### config.mk
export PLATFORM = sky130hd
export DESIGN_NAME = min_priority_queue_core
export DESIGN_NICKNAME = d
export VERILOG_FILES = /design/src/rtl/core/mpq_pkg.sv /design/src/rtl/core/mpq_cell.sv /design/src/rtl/core/min_priority_queue_core.sv
export SDC_FILE = /design/constraint.sdc
export NUM_CORES = 1
export LEC_CHECK = 0
export ABC_AREA = 1
export BUFFER_PORTS_ARGS = -buffer_cell sky130_fd_sc_hd__buf_4
export CAP_MARGIN = 25
export CORE_MARGIN = 3
export CORE_UTILIZATION = 45
export DETAILED_ROUTE_END_ITERATION = 6
export MAX_ROUTING_LAYER = met4
export PLACE_DENSITY_LB_ADDON = 0.08
export SYNTH_ARGS = -nofsm -noshare
export SYNTH_HDL_FRONTEND = slang
export SYNTH_SLANG_ARGS = --single-unit
### constraint.sdc
create_clock -name aclk -period 9.3 [get_ports aclk]
set_input_delay 1.395 -clock aclk [delete_from_list [all_inputs] [get_ports aclk]]
set_output_delay 1.395 -clock aclk [all_outputs]
set_load 0.03 [all_outputs]
### src/rtl/core/mpq_pkg.sv
// Shared types and codes for the min priority queue core.
// No dependencies; imported by every module of the core.
`default_nettype none

package mpq_pkg;

    localparam int MPQ_DEPTH = 8;
    localparam int DATA_W    = 32;
    localparam int PRIO_W    = 16;
    localparam int OCC_W     = 4;
    localparam int STAT_W    = 2;
    localparam int S_TDATA_W = 48;
    localparam int M_TDATA_W = 56;

    localparam logic CMD_ENQ = 1'b0;
    localparam logic CMD_DEQ = 1'b1;

    localparam logic [STAT_W-1:0] ST_INSERTED = 2'd0;
    localparam logic [STAT_W-1:0] ST_FULL     = 2'd1;
    localparam logic [STAT_W-1:0] ST_REMOVED  = 2'd2;
    localparam logic [STAT_W-1:0] ST_EMPTY    = 2'd3;

    // Broadcast from the controller to every cell of the row.
    typedef struct packed {
        logic              enq;
        logic              deq;
        logic [DATA_W-1:0] data;
        logic [PRIO_W-1:0] prio;
    } mpq_ctl_t;

endpackage

`default_nettype wire

### src/rtl/core/mpq_cell.sv
// One slot of the sorted cell row: holds a (data, priority) pair.
// Depends on mpq_pkg for widths and the control struct.
`default_nettype none

module mpq_cell (
    input  wire logic                      aclk,
    input  wire mpq_pkg::mpq_ctl_t         ctl,
    input  wire logic                      occupied,
    input  wire logic                      left_ins,
    input  wire logic [mpq_pkg::DATA_W-1:0] left_data,
    input  wire logic [mpq_pkg::PRIO_W-1:0] left_prio,
    input  wire logic [mpq_pkg::DATA_W-1:0] right_data,
    input  wire logic [mpq_pkg::PRIO_W-1:0] right_prio,
    output logic                           ins,
    output logic [mpq_pkg::DATA_W-1:0]     data_o,
    output logic [mpq_pkg::PRIO_W-1:0]     prio_o
);
    import mpq_pkg::*;

    logic [DATA_W-1:0] data_reg, data_next;
    logic [PRIO_W-1:0] prio_reg, prio_next;

    // New item belongs here or earlier; equal priorities stay ahead of it.
    assign ins = !occupied || ($signed(ctl.prio) < $signed(prio_reg));

    always_comb begin
        data_next = data_reg;
        prio_next = prio_reg;
        if (ctl.enq) begin
            if (left_ins) begin
                // make room: take the neighbor's entry
                data_next = left_data;
                prio_next = left_prio;
            end else if (ins) begin
                data_next = ctl.data;
                prio_next = ctl.prio;
            end
        end else if (ctl.deq) begin
            data_next = right_data;
            prio_next = right_prio;
        end
    end

    always_ff @(posedge aclk) begin
        data_reg <= data_next;
        prio_reg <= prio_next;
    end

    assign data_o = data_reg;
    assign prio_o = prio_reg;

endmodule

`default_nettype wire

### src/rtl/core/min_priority_queue_core.sv
// Bounded min priority queue over a row of DEPTH cells kept sorted by priority,
// earliest arrival first among equals. A new command transaction is accepted
// every cycle the result register is free or drained, and its result appears
// on the m_ side on the next cycle. The clock cycle is set by the priority
// compare that is broadcast across the cell row, one 16-bit compare per cell
// in parallel. No clearing pass after reset.
`default_nettype none

module min_priority_queue_core #(
    parameter int DEPTH = mpq_pkg::MPQ_DEPTH
) (
    input  wire logic                         aclk,
    input  wire logic                         aresetn,
    input  wire logic                         s_tvalid,
    output logic                              s_tready,
    // [31:0] item_data, [47:32] item_priority
    input  wire logic [mpq_pkg::S_TDATA_W-1:0] s_tdata,
    // [0] command
    input  wire logic                         s_tuser,
    output logic                              m_tvalid,
    input  wire logic                         m_tready,
    // [31:0] out_data, [47:32] out_priority, [51:48] occupancy, [55:52] zero
    output logic [mpq_pkg::M_TDATA_W-1:0]     m_tdata,
    // [1:0] status
    output logic [mpq_pkg::STAT_W-1:0]        m_tuser
);
    import mpq_pkg::*;

    localparam int CNT_W = $clog2(DEPTH + 1);

    logic [CNT_W-1:0] count_reg, count_next;
    logic             out_valid_reg;
    logic [STAT_W-1:0] status_reg, status_next;
    logic [DATA_W-1:0] odata_reg, odata_next;
    logic [PRIO_W-1:0] oprio_reg, oprio_next;
    logic [OCC_W-1:0]  occ_reg;

    logic              accept, full, empty;
    logic [CNT_W+OCC_W-1:0] count_ext;
    mpq_ctl_t          ctl;

    logic              ins_w  [DEPTH];
    logic [DATA_W-1:0] data_w [DEPTH];
    logic [PRIO_W-1:0] prio_w [DEPTH];

    assign s_tready = !out_valid_reg || m_tready;
    assign accept   = s_tvalid && s_tready;
    assign full     = (count_reg == CNT_W'(DEPTH));
    assign empty    = (count_reg == '0);

    assign ctl.enq  = accept && (s_tuser == CMD_ENQ) && !full;
    assign ctl.deq  = accept && (s_tuser == CMD_DEQ) && !empty;
    assign ctl.data = s_tdata[DATA_W-1:0];
    assign ctl.prio = s_tdata[DATA_W+PRIO_W-1:DATA_W];

    for (genvar i = 0; i < DEPTH; i++) begin : g_cell
        logic              left_ins;
        logic [DATA_W-1:0] left_data, right_data;
        logic [PRIO_W-1:0] left_prio, right_prio;

        if (i == 0) begin : g_head
            assign left_ins  = 1'b0;
            assign left_data = '0;
            assign left_prio = '0;
        end else begin : g_mid
            assign left_ins  = ins_w[i-1];
            assign left_data = data_w[i-1];
            assign left_prio = prio_w[i-1];
        end

        if (i == DEPTH - 1) begin : g_tail
            assign right_data = '0;
            assign right_prio = '0;
        end else begin : g_body
            assign right_data = data_w[i+1];
            assign right_prio = prio_w[i+1];
        end

        mpq_cell u_cell (
            .aclk       (aclk),
            .ctl        (ctl),
            .occupied   (CNT_W'(i) < count_reg),
            .left_ins   (left_ins),
            .left_data  (left_data),
            .left_prio  (left_prio),
            .right_data (right_data),
            .right_prio (right_prio),
            .ins        (ins_w[i]),
            .data_o     (data_w[i]),
            .prio_o     (prio_w[i])
        );
    end

    always_comb begin
        count_next  = count_reg;
        status_next = ST_INSERTED;
        odata_next  = '0;
        oprio_next  = '0;
        if (s_tuser == CMD_ENQ) begin
            if (full) begin
                status_next = ST_FULL;
            end else begin
                count_next = count_reg + 1'b1;
            end
        end else begin
            if (empty) begin
                status_next = ST_EMPTY;
            end else begin
                // head of the sorted row is the minimum
                status_next = ST_REMOVED;
                odata_next  = data_w[0];
                oprio_next  = prio_w[0];
                count_next  = count_reg - 1'b1;
            end
        end
    end

    assign count_ext = {{OCC_W{1'b0}}, count_next};

    always_ff @(posedge aclk) begin
        if (!aresetn) begin
            count_reg     <= '0;
            out_valid_reg <= 1'b0;
        end else begin
            if (accept) begin
                count_reg     <= count_next;
                out_valid_reg <= 1'b1;
            end else if (m_tready) begin
                out_valid_reg <= 1'b0;
            end
        end
    end

    always_ff @(posedge aclk) begin
        if (accept) begin
            status_reg <= status_next;
            odata_reg  <= odata_next;
            oprio_reg  <= oprio_next;
            occ_reg    <= count_ext[OCC_W-1:0];
        end
    end

    assign m_tvalid = out_valid_reg;
    assign m_tuser  = status_reg;
    assign m_tdata  = {{(M_TDATA_W - DATA_W - PRIO_W - OCC_W){1'b0}},
                       occ_reg, oprio_reg, odata_reg};

endmodule

`default_nettype wire

==> impl_metrics.toml <==
[logic_synthesis]
synth_cells = 3253
synth_edf_count = 438
ys_types = 29
yosysWarnings = 0
async_flop_share_pct = 0
yosys.area.top_type = "edfxtp_1"
synth_common_cells = "nand2_1, edfxtp_1, inv_1, nand3_1, nand4_1"
netlist.area_leader.share_pct = 49.7
yosysMostFrequentCell = "nand2_1"
synthFlopType = "edfxtp_1"
ys_ff_latch = 443
syn_avg_cell_area_um2 = 8.14
yosysSeqAreaShare_pct = 50.1
synth_area_leaders = "edfxtp_1, nand2_1, nand3_1"
synth_area_um2 = 26500

[layout]
instances_no_fill = 4046
fillers = 5577
nets = 3421
area_growth_syn_to_layout_pct = 10.3
antennaDiodeCount = 0
drive_above_1_share_pct = 7.62
largest_reg_flops = 256

[setup_path]
crit_buf_inv = 4
endpoint_kind = "flop"
crit_type = "input port to flop"
worstPathMaxFanout = 49
reg2reg_slack_ns = 4.75
r2r_start = "count_reg[0]"
arrival_ns = 5.12
slowest_stage = "buf_4"
crit_path_cell_trace = "buf_4, ha_1, nand2_1, inv_1, nand3_1, nor3_1, nand2_1, nand2_1, nand2_1, nand2_2, buf_4, nand2_2, o21ai_0, nand2_2, buf_4"
worst-r2r-cell-count = 12
required_ns = 9.58
crit_family = "simple AND/OR/NAND/NOR gates"
startpoint_type = "input port"
crit_top_cell = "nand2_1"
slowest_delay_ns = 0.65
rr_endpoint = "g_cell[7].u_cell.data_o[24]"

[clocking]
cts_resized = 0
numCtsBuffers = 50
clock-sinks = 443
cts.htree.levels = 2
clk-insertion-delay-late_ns = 0.61
clock-root-buffer = "clkbuf_16"
path_clk_slew_ns = 0.06
cts.hold.buffers_added = 0
cts_tree = "done"
cts_setup_buffers = 0
clockBufferDepth = 3

[status]
status = "finished, violations left"
violations = "DRC"

[die]
io_pins = 113
row_count = 88
die_w_um = 249
fp.dieH_um = 249
initial_utilization_pct = 45.7
die_area_um2 = 61800
coreArea_um2 = 57900

[power_and_ir_drop]
p_leak_uw = 0.0137
p_seq_share_pct = 41.0
clkPwrFrac_pct = 28.7
combPwrFrac_pct = 30.3
power.density_nw_per_um2 = 234
p_int_uw = 4290
switching_share_pct = 37.3
peakVddDrop_uv = 149
switchingPower_uw = 2550

[drt]
vias = 23400
via_per_inst = 5.78
antenna_left = 0
route.detailed.drc = 3
first_pass_iters = 7
drtIter0Drc = 2493
wl_per_cell_um = 22.6
drt-total-wl_mm = 91.3

[placement]
placed_cells = 3958
port_buffers = 108
place_hpwl_mm = 49.4
place_congestion = 0.870

[timing]
maxSlewHeadroom_pct = 33.5
period_share_pct = 52.1
final.setup.tns_ns = 0
worst_clock_skew_ns = 0.0139
hold_ws_ns = 0.519
drv_slew = 0
fmax_mhz = 206
finalSetupViolations = 0
finalHoldViolCount = 0
rsz0062_at_grt = "no"
period_minus_slack_ns = 4.84
tightest_slew_ns = 0.998

[worst_hold_path]
hold_end = "g_cell[6].u_cell.data_o[30]"
hold_path.class = "flop to flop"
hp-start = "g_cell[7].u_cell.data_o[30]"
hold_depth = 2

[global_route]
antenna_found_initial = 0
grt_overflow_total = 0
grt_pass1_wl_mm = 139
grt_max_degree = 158
grt_pass1_vias = 22900
grtUsageTotal_pct = 29.7

[job]
drv_cap = 0
[final cells by class]
type | count | area, um^2 | area share (%)
sequential | 443 | 13300 | 45.4
multi-input combinational | 2178 | 10700 | 36.7
inverter | 425 | 1600 | 5.49
clock buffer | 61 | 1310 | 4.49
timing repair buffer | 147 | 1120 | 3.82
tap | 765 | 957 | 3.28
clock inverter | 27 | 251 | 0.861
[cells by family after synthesis]
kind of cell               share of synthesized area, %
and+or+nand+nor                                    30.3
adders and majority gates                          5.81
buffers and inverters                              10.0
other                                            0.0142
DFF                                                50.1
xor gates and xnor gates                         0.0662
AOI/OAI and AO/OA                                  3.72
[worst reg2reg max path, cell delays in order (launching register included)]
cell,delay [ns]
dfxtp_1,0.45
inv_1,0.12
ha_1,0.33
nand2_1,0.13
nor2_1,0.06
inv_1,0.09
nand2_1,0.13
nor2_4,0.23
buf_12,0.51
buf_4,1.06
buf_4,0.84
o21ai_0,0.31
nor2_1,0.15
[power groups by stage]
| stage | Sequential (uW) | Combinational (uW) | Clock, uW |
|---|---|---|---|
| global placement | 2830 | 2000 | 0 |
| finish | 2800 | 2080 | 1960 |
| floorplan | 2850 | 1280 | 0 |
| global route | 2840 | 2250 | 2080 |
| CTS | 2800 | 2040 | 2000 |
| detailed placement | 2840 | 2030 | 0 |
[through the flow]
step	power, uW	util, %	instance area, um^2	worst slack [ns]
final	6840	50.4	29200	4.46
after global routing	7170	50.4	29200	4.30
after CTS	6840	50.4	29200	4.56
after detailed placement	4870	47.7	27600	3.89
after global placement	4840	47.7	27600	3.87
after floorplan	4120	-	26500	4.11
[placed cells by master, fill, tap and decap left out, drive strengths merged]
master,instances
nor2,176
o21bai,2
o21a,3
clkinvlp,1
nand4,196
edfxtp,438
nand2,1063
clkbuf,61
clkinv,22
nand3,413
bufinv,4
a21oi,57
a211oi,1
ha,123
dfxtp,5
o21ai,123
xor2,1
buf,147
nor3,9
conb,4
xnor2,1
a31oi,5
o211ai,1
inv,425
[layer usage]
| layer | GRT usage [%] | routed length (um) | up-vias |
|---|---|---|---|
| met4 | 9.95 | 3120 | 0 |
| li1 | - | - | 10800 |
| met3 | 4.98 | 8430 | 233 |
| met2 | 45.3 | 40800 | 1249 |
| met5 | - | 0 | - |
| met1 | 40.4 | 38900 | 11100 |
[how the worst max path moves through the flow]
| stage | end | slack [ns] | depth (start not counted) | start |
|---|---|---|---|---|
| after floorplan | g_cell[2].u_cell.data_o[0] | 4.11 | 12 | s_tdata[47] |
| after global placement | g_cell[5].u_cell.data_o[18] | 3.87 | 15 | s_tdata[47] |
| after detailed placement | g_cell[5].u_cell.data_o[21] | 3.89 | 15 | s_tdata[47] |
| after CTS | g_cell[5].u_cell.data_o[19] | 4.56 | 15 | s_tdata[47] |
| after global routing | g_cell[5].u_cell.data_o[27] | 4.30 | 15 | s_tdata[47] |
| final | g_cell[5].u_cell.data_o[7] | 4.46 | 15 | s_tdata[47] |
Power figures use the tool's default switching activity.
